File: src/sv/mpes_pkg.sv
// Shared types, constants and a helper function for the MPEG-1 packet header parser.
`default_nettype none
package mpes_pkg;

    localparam int unsigned BYTE_W    = 8;
    localparam int unsigned TYPE_W    = 3;
    localparam int unsigned SUB_W     = 5;
    localparam int unsigned LEN_W     = 32;
    localparam int unsigned BUF_W     = 23;
    localparam int unsigned STAMP_W   = 32;
    localparam int unsigned HDR_W     = 16;
    localparam int unsigned PAY_W     = 32;
    localparam int unsigned SHIFT_W   = 40;
    localparam int unsigned IDX_W     = 4;
    localparam int unsigned OUT_DATA_W = 184;

    // Stream type codes.
    localparam logic [TYPE_W-1:0] TYPE_AUDIO   = 3'd0;
    localparam logic [TYPE_W-1:0] TYPE_VIDEO   = 3'd1;
    localparam logic [TYPE_W-1:0] TYPE_PRIVATE = 3'd2;
    localparam logic [TYPE_W-1:0] TYPE_PADDING = 3'd3;
    localparam logic [TYPE_W-1:0] TYPE_OTHER   = 3'd4;

    // Stream id values of interest.
    localparam logic [BYTE_W-1:0] ID_PRIVATE1 = 8'hBD;
    localparam logic [BYTE_W-1:0] ID_PADDING  = 8'hBE;
    localparam logic [BYTE_W-1:0] ID_PRIVATE2 = 8'hBF;
    localparam logic [BYTE_W-1:0] ID_AUDIO_LO = 8'hC0;
    localparam logic [BYTE_W-1:0] ID_AUDIO_HI = 8'hDF;
    localparam logic [BYTE_W-1:0] ID_VIDEO_LO = 8'hE0;
    localparam logic [BYTE_W-1:0] ID_VIDEO_HI = 8'hEF;

    localparam logic [BYTE_W-1:0]  STUFF_BYTE  = 8'hFF;
    localparam logic [STAMP_W-1:0] NO_STAMP    = 32'hFFFF_FFFF;
    localparam logic [HDR_W-1:0]   HDR_MAX     = 16'hFFFF;
    localparam logic [HDR_W-1:0]   HDR_START   = 16'd4;

    // Nibble codes of the byte that opens a time stamp field.
    localparam logic [3:0] MARK_PTS      = 4'h2;
    localparam logic [3:0] MARK_PTS_DTS  = 4'h3;
    // Top two bits of the first STD buffer byte.
    localparam logic [1:0] STD_PREFIX    = 2'b01;

    // Length and time stamp field sizes in bytes.
    localparam logic [IDX_W-1:0] LEN_BYTES_SHORT = 4'd2;
    localparam logic [IDX_W-1:0] LEN_BYTES_LONG  = 4'd4;
    localparam logic [IDX_W-1:0] STAMP_BYTES     = 4'd5;
    localparam logic [IDX_W-1:0] STAMP2_BYTES    = 4'd10;

    // Fixed part minus five: start code plus id (four) plus the first counted byte.
    localparam logic [PAY_W-1:0] REM_START_SHORT = 32'd1;
    localparam logic [PAY_W-1:0] REM_START_LONG  = 32'd3;

    typedef enum logic [6:0] {
        PH_IDLE   = 7'b0000001,
        PH_LEN    = 7'b0000010,
        PH_STUFF  = 7'b0000100,
        PH_STD2   = 7'b0001000,
        PH_MARK   = 7'b0010000,
        PH_PTS    = 7'b0100000,
        PH_PTSDTS = 7'b1000000
    } phase_t;

    typedef struct packed {
        logic [PAY_W-1:0]   payload_bytes;
        logic [HDR_W-1:0]   header_bytes;
        logic [STAMP_W-1:0] dts;
        logic [STAMP_W-1:0] pts;
        logic [BUF_W-1:0]   buffer_bytes;
        logic [LEN_W-1:0]   packet_length;
        logic [SUB_W-1:0]   substream;
        logic [TYPE_W-1:0]  stream_type;
        logic [BYTE_W-1:0]  pkt_id;
    } result_t;

    // Pulls the low 32 bits of a 33-bit stamp out of its five-byte field.
    function automatic logic [STAMP_W-1:0] decode_stamp(input logic [SHIFT_W-1:0] s);
        return {s[34:33], s[31:17], s[15:1]};
    endfunction

endpackage
`default_nettype wire

File: src/sv/mpes_id_class.sv
// Stream id classifier: maps the id byte to a stream type and substream number.
`default_nettype none
module mpes_id_class (
    input  wire logic [mpes_pkg::BYTE_W-1:0] pkt_id,
    output logic      [mpes_pkg::TYPE_W-1:0] stream_type,
    output logic      [mpes_pkg::SUB_W-1:0]  substream
);

    always_comb begin
        if (pkt_id >= mpes_pkg::ID_VIDEO_LO && pkt_id <= mpes_pkg::ID_VIDEO_HI) begin
            stream_type = mpes_pkg::TYPE_VIDEO;
            substream   = {1'b0, pkt_id[3:0]};
        end else if (pkt_id >= mpes_pkg::ID_AUDIO_LO
                     && pkt_id <= mpes_pkg::ID_AUDIO_HI) begin
            stream_type = mpes_pkg::TYPE_AUDIO;
            substream   = pkt_id[4:0];
        end else if (pkt_id == mpes_pkg::ID_PRIVATE1) begin
            stream_type = mpes_pkg::TYPE_PRIVATE;
            substream   = 5'd1;
        end else if (pkt_id == mpes_pkg::ID_PRIVATE2) begin
            stream_type = mpes_pkg::TYPE_PRIVATE;
            substream   = 5'd2;
        end else if (pkt_id == mpes_pkg::ID_PADDING) begin
            stream_type = mpes_pkg::TYPE_PADDING;
            substream   = '0;
        end else begin
            stream_type = mpes_pkg::TYPE_OTHER;
            substream   = '0;
        end
    end

endmodule
`default_nettype wire

File: src/sv/mpes_parse.sv
// Header parsing state machine and held fields; produces one result per packet header.
`default_nettype none
module mpes_parse (
    input  wire logic                          aclk,
    input  wire logic                          aresetn,
    input  wire logic                          in_valid,
    input  wire logic [mpes_pkg::BYTE_W-1:0]   data_byte,
    input  wire logic                          starts_header,
    input  wire logic                          short_length,
    output logic                               res_valid,
    output mpes_pkg::result_t                  res
);

    mpes_pkg::phase_t                 phase_reg, phase_next;
    logic [mpes_pkg::IDX_W-1:0]       idx_reg, idx_next;
    logic [mpes_pkg::BYTE_W-1:0]      id_reg, id_next;
    logic [mpes_pkg::TYPE_W-1:0]      type_reg, type_next;
    logic [mpes_pkg::SUB_W-1:0]       sub_reg, sub_next;
    logic [mpes_pkg::LEN_W-1:0]       length_reg, length_next;
    logic [mpes_pkg::BUF_W-1:0]       buffer_reg, buffer_next;
    logic [mpes_pkg::SHIFT_W-1:0]     shift_reg, shift_next;
    logic [mpes_pkg::STAMP_W-1:0]     pts_reg, pts_next;
    logic [mpes_pkg::STAMP_W-1:0]     dts_reg, dts_next;
    logic [mpes_pkg::HDR_W-1:0]       hdr_reg, hdr_next;
    logic                             short_reg, short_next;
    // Fixed part minus the true header size, one byte ahead of the count.
    logic [mpes_pkg::PAY_W-1:0]       rem_reg, rem_next;

    logic [mpes_pkg::TYPE_W-1:0]      class_type;
    logic [mpes_pkg::SUB_W-1:0]       class_sub;
    logic                             emit;
    logic                             mark_pts;
    logic                             mark_both;
    logic [12:0]                      std_size;

    mpes_id_class u_class (
        .pkt_id      (data_byte),
        .stream_type (class_type),
        .substream   (class_sub)
    );

    assign mark_pts  = (data_byte[7:4] == mpes_pkg::MARK_PTS);
    assign mark_both = (data_byte[7:4] == mpes_pkg::MARK_PTS_DTS);
    assign std_size  = {shift_reg[4:0], data_byte};

    always_comb begin
        phase_next  = phase_reg;
        idx_next    = idx_reg;
        id_next     = id_reg;
        type_next   = type_reg;
        sub_next    = sub_reg;
        length_next = length_reg;
        buffer_next = buffer_reg;
        shift_next  = shift_reg;
        pts_next    = pts_reg;
        dts_next    = dts_reg;
        hdr_next    = hdr_reg;
        short_next  = short_reg;
        rem_next    = rem_reg;
        emit        = 1'b0;

        if (in_valid) begin
            if (starts_header) begin
                id_next     = data_byte;
                type_next   = class_type;
                sub_next    = class_sub;
                short_next  = short_length;
                length_next = '0;
                hdr_next    = mpes_pkg::HDR_START;
                rem_next    = short_length ? mpes_pkg::REM_START_SHORT
                                           : mpes_pkg::REM_START_LONG;
                idx_next    = '0;
                phase_next  = mpes_pkg::PH_LEN;
            end else if (phase_reg != mpes_pkg::PH_IDLE) begin
                if (hdr_reg != mpes_pkg::HDR_MAX) begin
                    hdr_next = hdr_reg + 16'd1;
                end
                rem_next = rem_reg - 32'd1;

                case (phase_reg)
                    mpes_pkg::PH_LEN: begin
                        length_next = {length_reg[23:0], data_byte};
                        idx_next    = idx_reg + 4'd1;
                        if (idx_next >= (short_reg ? mpes_pkg::LEN_BYTES_SHORT
                                                   : mpes_pkg::LEN_BYTES_LONG)) begin
                            idx_next = '0;
                            if (id_reg == mpes_pkg::ID_PADDING
                                || id_reg == mpes_pkg::ID_PRIVATE2) begin
                                emit = 1'b1;
                            end else begin
                                phase_next = mpes_pkg::PH_STUFF;
                            end
                        end
                    end
                    mpes_pkg::PH_STUFF: begin
                        if (data_byte == mpes_pkg::STUFF_BYTE) begin
                            phase_next = mpes_pkg::PH_STUFF;
                        end else if (data_byte[7:6] == mpes_pkg::STD_PREFIX) begin
                            shift_next = {32'd0, data_byte};
                            phase_next = mpes_pkg::PH_STD2;
                        end else if (mark_pts || mark_both) begin
                            shift_next = {32'd0, data_byte};
                            idx_next   = 4'd1;
                            phase_next = mark_pts ? mpes_pkg::PH_PTS : mpes_pkg::PH_PTSDTS;
                        end else begin
                            pts_next = mpes_pkg::NO_STAMP;
                            dts_next = mpes_pkg::NO_STAMP;
                            emit     = 1'b1;
                        end
                    end
                    mpes_pkg::PH_STD2: begin
                        // Scale bit picks 1024-byte or 128-byte units.
                        buffer_next = shift_reg[5] ? {std_size, 10'd0}
                                                   : {3'd0, std_size, 7'd0};
                        phase_next  = mpes_pkg::PH_MARK;
                    end
                    mpes_pkg::PH_MARK: begin
                        if (mark_pts || mark_both) begin
                            shift_next = {32'd0, data_byte};
                            idx_next   = 4'd1;
                            phase_next = mark_pts ? mpes_pkg::PH_PTS : mpes_pkg::PH_PTSDTS;
                        end else begin
                            pts_next = mpes_pkg::NO_STAMP;
                            dts_next = mpes_pkg::NO_STAMP;
                            emit     = 1'b1;
                        end
                    end
                    mpes_pkg::PH_PTS, mpes_pkg::PH_PTSDTS: begin
                        shift_next = {shift_reg[31:0], data_byte};
                        idx_next   = idx_reg + 4'd1;
                        if (idx_next == mpes_pkg::STAMP_BYTES) begin
                            pts_next = mpes_pkg::decode_stamp(shift_next);
                            if (phase_reg == mpes_pkg::PH_PTS) begin
                                dts_next = mpes_pkg::NO_STAMP;
                                emit     = 1'b1;
                            end
                        end else if (idx_next >= mpes_pkg::STAMP2_BYTES) begin
                            dts_next = mpes_pkg::decode_stamp(shift_next);
                            emit     = 1'b1;
                        end
                    end
                    default: begin
                        phase_next = mpes_pkg::PH_IDLE;
                        idx_next   = '0;
                    end
                endcase

                if (emit) begin
                    phase_next = mpes_pkg::PH_IDLE;
                    idx_next   = '0;
                end
            end
        end
    end

    assign res_valid             = emit;
    assign res.pkt_id            = id_reg;
    assign res.stream_type       = type_reg;
    assign res.substream         = sub_reg;
    assign res.packet_length     = length_next;
    assign res.buffer_bytes      = buffer_next;
    assign res.pts               = pts_next;
    assign res.dts               = dts_next;
    assign res.header_bytes      = hdr_next;
    // rem_reg already accounts for this byte, so one add gives the payload size.
    assign res.payload_bytes     = length_next + rem_reg;

    always_ff @(posedge aclk) begin
        if (!aresetn) begin
            phase_reg  <= mpes_pkg::PH_IDLE;
            idx_reg    <= '0;
            id_reg     <= '0;
            type_reg   <= mpes_pkg::TYPE_OTHER;
            sub_reg    <= '0;
            length_reg <= '0;
            buffer_reg <= '0;
            shift_reg  <= '0;
            pts_reg    <= mpes_pkg::NO_STAMP;
            dts_reg    <= mpes_pkg::NO_STAMP;
            hdr_reg    <= '0;
            short_reg  <= 1'b1;
            rem_reg    <= '0;
        end else begin
            phase_reg  <= phase_next;
            idx_reg    <= idx_next;
            id_reg     <= id_next;
            type_reg   <= type_next;
            sub_reg    <= sub_next;
            length_reg <= length_next;
            buffer_reg <= buffer_next;
            shift_reg  <= shift_next;
            pts_reg    <= pts_next;
            dts_reg    <= dts_next;
            hdr_reg    <= hdr_next;
            short_reg  <= short_next;
            rem_reg    <= rem_next;
        end
    end

endmodule
`default_nettype wire

File: src/sv/mpeg1_pes_header_parser_core.sv
// Top level of the MPEG-1 packet header parser: ports, length mode register, output register.
//
//  Channel  Direction  Payload
//  s_       in         tdata = data_byte, tuser = starts_header
//  m_       out        tdata = header result fields, tuser = stream_type
//  cfg_     in         short_length (1 selects a 16-bit length field)
//
// One header byte is taken per cycle unless stalled; the parser state advances in the cycle
// the byte is accepted; the result is registered in the cycle after the last header byte.
// The output register is the only buffer: a new byte is taken whenever it is empty or
// being drained in the same cycle, so a stalled result holds back the input.
// aresetn is synchronous and active low; it clears the parser and sets the length mode
// to 16 bits.
`default_nettype none
module mpeg1_pes_header_parser_core (
    input  wire logic                                aclk,
    input  wire logic                                aresetn,
    input  wire logic                                s_tvalid,
    output logic                                     s_tready,
    input  wire logic [7:0]                          s_tdata,  // [7:0] data_byte
    input  wire logic                                s_tuser,  // [0] starts_header
    output logic                                     m_tvalid,
    input  wire logic                                m_tready,
    // [7:0] id byte, [12:8] substream, [44:13] packet_length, [67:45] buffer_bytes,
    // [99:68] pts, [131:100] dts, [147:132] header_bytes, [179:148] payload_bytes,
    // [183:180] zero
    output logic [mpes_pkg::OUT_DATA_W-1:0]          m_tdata,
    output logic [mpes_pkg::TYPE_W-1:0]              m_tuser,  // [2:0] stream_type
    input  wire logic                                cfg_we,
    input  wire logic                                cfg_wdata
);

    logic                                  short_reg;
    logic                                  in_fire;
    logic                                  res_valid;
    mpes_pkg::result_t                     res;
    logic                                  m_valid_reg, m_valid_next;
    logic [mpes_pkg::OUT_DATA_W-1:0]       m_data_reg;
    logic [mpes_pkg::TYPE_W-1:0]           m_user_reg;

    assign s_tready = !m_valid_reg || m_tready;
    assign in_fire  = s_tvalid && s_tready;

    mpes_parse u_parse (
        .aclk          (aclk),
        .aresetn       (aresetn),
        .in_valid      (in_fire),
        .data_byte     (s_tdata),
        .starts_header (s_tuser),
        .short_length  (short_reg),
        .res_valid     (res_valid),
        .res           (res)
    );

    always_comb begin
        m_valid_next = m_valid_reg;
        if (m_tready) begin
            m_valid_next = 1'b0;
        end
        if (res_valid) begin
            m_valid_next = 1'b1;
        end
    end

    always_ff @(posedge aclk) begin
        if (!aresetn) begin
            short_reg   <= 1'b1;
            m_valid_reg <= 1'b0;
        end else begin
            if (cfg_we) begin
                short_reg <= cfg_wdata;
            end
            m_valid_reg <= m_valid_next;
        end
    end

    always_ff @(posedge aclk) begin
        if (res_valid) begin
            m_data_reg <= {4'd0, res.payload_bytes, res.header_bytes, res.dts, res.pts,
                           res.buffer_bytes, res.packet_length, res.substream, res.pkt_id};
            m_user_reg <= res.stream_type;
        end
    end

    assign m_tvalid = m_valid_reg;
    assign m_tdata  = m_data_reg;
    assign m_tuser  = m_user_reg;

endmodule
`default_nettype wire
File: config.mk
export PLATFORM = sky130hd
export DESIGN_NAME = mpeg1_pes_header_parser_core
export DESIGN_NICKNAME = d
export VERILOG_FILES = /design/src/sv/mpes_pkg.sv /design/src/sv/mpes_id_class.sv /design/src/sv/mpes_parse.sv /design/src/sv/mpeg1_pes_header_parser_core.sv
export SDC_FILE = /design/constraint.sdc
export NUM_CORES = 1
export LEC_CHECK = 0
export BUFFER_PORTS_ARGS = -buffer_cell sky130_fd_sc_hd__buf_2
export CAP_MARGIN = 25
export CELL_PAD_IN_SITES_DETAIL_PLACEMENT = 0
export CELL_PAD_IN_SITES_GLOBAL_PLACEMENT = 2
export CORE_UTILIZATION = 35
export CTS_BUF_LIST = sky130_fd_sc_hd__clkbuf_8
export DETAILED_ROUTE_END_ITERATION = 8
export GPL_ROUTABILITY_DRIVEN = 0
export MAX_ROUTING_LAYER = met4
export PLACE_DENSITY_LB_ADDON = 0.2
export SKIP_LAST_GASP = 1
export SYNTH_ARGS = -nofsm -noshare
export SYNTH_HDL_FRONTEND = slang
export SYNTH_SLANG_ARGS = --single-unit
File: constraint.sdc
create_clock -name aclk -period 7.1 [get_ports aclk]
set_input_delay 0.71 -clock aclk [delete_from_list [all_inputs] [get_ports aclk]]
set_output_delay 0.71 -clock aclk [all_outputs]
set_load 0.02 [all_outputs]
==> results.ini <==
[sta]
setup_tns_ps=0
max_slew.worst_pin.slew_ps=1010
rsz0062_at_grt=false
fin_skew_ps=30.2
fin_crit_sh=0.750
relSlewSlack=0.326
fin_ws_ps=1770
slew_viol_final=0
finalHoldViolCount=0
timing.fmax_ghz=0.188
setup_violations=0
fin_crit_ps=5330
hold_ws_ps=294

[setup_path]
crit_end=m_tdata[176]$_DFFE_PP_
cp-end-kind=register
reg2reg_slack_ps=1770
r2r-start=u_parse.phase_reg[4]$_SDFFE_PN0P_
r2r.worst_path.cells=16
crit_type=register to register
startpoint=u_parse.phase_reg[4]$_SDFFE_PN0P_
crit_path_cell_trace=nor2_2 -> nand3b_1 -> or4_1 -> nor2_2 -> buf_4 -> a22oi_1 -> o21ai_0 -> ha_1 -> a211oi_1 -> o21a_1 -> nor3_1 -> o41ai_1 -> o211ai_1 -> a21oi_1 -> nor3_1 -> a311o_1
r2r_end=m_tdata[176]$_DFFE_PP_
cp-start-kind=register
critPathSlowestCell=or4_1
cp.arrival_ps=5720
cpPeakStageDelay_ps=640
path_max_fanout=23
cp_data_required_time_ps=7490

[outcome]
outcome=finished clean

[synth]
synthTopCellsByArea=edfxtp_1 31%, dfxtp_1 26%, nand2_1 5.0%
synth_top_family_by_area=simple AND/OR/NAND/NOR gates
synth_edf_count=183
yosys-top-cells-count=233 x nand2_1, 223 x dfxtp_1, 183 x edfxtp_1
yosys.area_share.simple=0.182
ys_seq_area_frac=0.570
syn_avg_cell_area_um2=10.5
synth_mux_area_frac=0.0355
syn_inst=1669
synthAdderAreaFrac=0.0276
ys.flop_type=dfxtp_1
yosysTopAreaCellShare=0.314
yosys_warnings=0
ys_ff_latch=406
synth_cell_types=79
synth_compound_area_frac=0.118
synth_xor_area_frac=0.0361
yosysTopAreaCell=edfxtp_1
async_flop_share=0
synthesis.area_um2=17500
yosysMostFrequentCell=nand2_1

[final_layout]
fillers=4835
largest_reg_flops=180
regArea_um2=9960
final_design_area_no_fill_um2=20500
multi_input_area_um2=7030
drive_gt1_frac=0.189
layout.nets=1919
final_cells=2591
area_growth_pct=17.5

[power]
vdd_drop_max_mv=0.101
powerDensity_nw_per_um2=247
p_leak_uw=0.00799

[clocking]
cts_tree=built
post-cts-setup-buffers=0
ctsLongestPathBuffers=3
clk_latency_ps=650
clkTransAtPathRegs_ps=50
cts_hold_buf=0
cts_buffers=74
root_buffer=clkbuf_8
cts_resized=0
clock-sinks=406
htreeDepth=3

[drt]
first_iter_violations=682
vias=12900
wl_per_cell_um=18.7
viasPerCell=4.98
totalWireLength_mm=48.4
dr.pass1.iters=5
ant_nets=0
drc_errors=0

[placed_design]
io_buffers=199
place_hpwl_mm=31.9
placed_cells_incl_taps=2453
detailed_place.area_um2=19000
place_ws_ps=1480

[worst_hold_path]
hold_path_depth=3
holdCritStartpoint=cfg_wdata
hp-class=input pin to register

[die]
fp-row-count=81
coreArea_um2=49200
die_y_um=225
initial_core_util=0.356
die_w_um=225
dieArea_um2=50800
num_io_pins=204

[global_route]
grt_start_max_net_pins=131
grt_util_all_layers=0.197
grt_antenna_before_repair=3
first_global_vias=12800
grt_overflow_total=0
grt_pass1_wl_mm=74.3

[run]
max_cap_viol_count=0

[worst min-delay path by stage]
stage / to / slack, ps
finish: short_reg$_SDFFE_PN1P_ / 290
global route: short_reg$_SDFFE_PN1P_ / 260
CTS: short_reg$_SDFFE_PN1P_ / 230
detailed placement: m_tuser[0]$_DFFE_PP_ / 420
global placement: m_tdata[11]$_DFFE_PP_ / 420
floorplan: m_tdata[0]$_DFFE_PP_ / 410
[cell type report]
class	instances	area share
inverters	24	0.00438
clock buffers	91	0.0610
well taps	664	0.0404
diodes	2	0.000244
repair buffers	216	0.0559
multi-input cells	1144	0.342
flip-flops and latches	406	0.485
clock inverters	44	0.0114
[report_power, final]
part / internal (µW) / switching, µW
logic: 131 / 216
registers: 2480 / 41.7
clock network: 1230 / 986
[cells in the final DEF (no fill, tap or decap), types with 19 or more instances in the layout]
cell type,n
xnor2_1,37
dfxtp_1,223
or2_1,20
nor3_1,37
xor2_1,35
clkbuf_8,91
mux2i_1,62
nand3_1,24
inv_1,55
buf_2,200
nor2_1,164
ha_1,37
edfxtp_1,183
a21oi_1,101
o21ai_1,19
o21ai_0,54
and2_1,62
nand2_1,232
a22oi_1,24
[per-stage QoR]
stage	utilization	power [µW]
after CTS	0.418	5170
after floorplan	-	2820
after detailed placement	0.387	2920
after global placement	0.387	2910
final	0.418	5080
after global routing	0.418	5300
[per-layer routing]
metal | part of all wire | vias up | global-route usage
met2 | 0.46 | 301 | 0.300
met4 | 0.032 | 0 | 0.0891
met5 | 0 | - | -
li1 | - | 6331 | -
met1 | 0.47 | 6178 | 0.256
met3 | 0.044 | 90 | 0.0357
[cell families after synthesis]
family | after synthesis
AO/OA/AOI/OAI | 310
XOR/XNOR | 72
adder cells (fa/ha/maj) | 38
buffers and inverters | 122
flip-flops | 406
multiplexers | 62
other | 1
AND/OR/NAND/NOR | 658
[worst max-delay path: cells and delay by family (launching register included)]
family / cells / cell delay [ps]
AO/OA/AOI/OAI: 8 / 2450
adder cells (fa/ha/maj): 1 / 360
buffers and inverters: 1 / 330
flip-flops: 1 / 420
AND/OR/NAND/NOR: 6 / 1510
(Power assumes the default switching activity.)
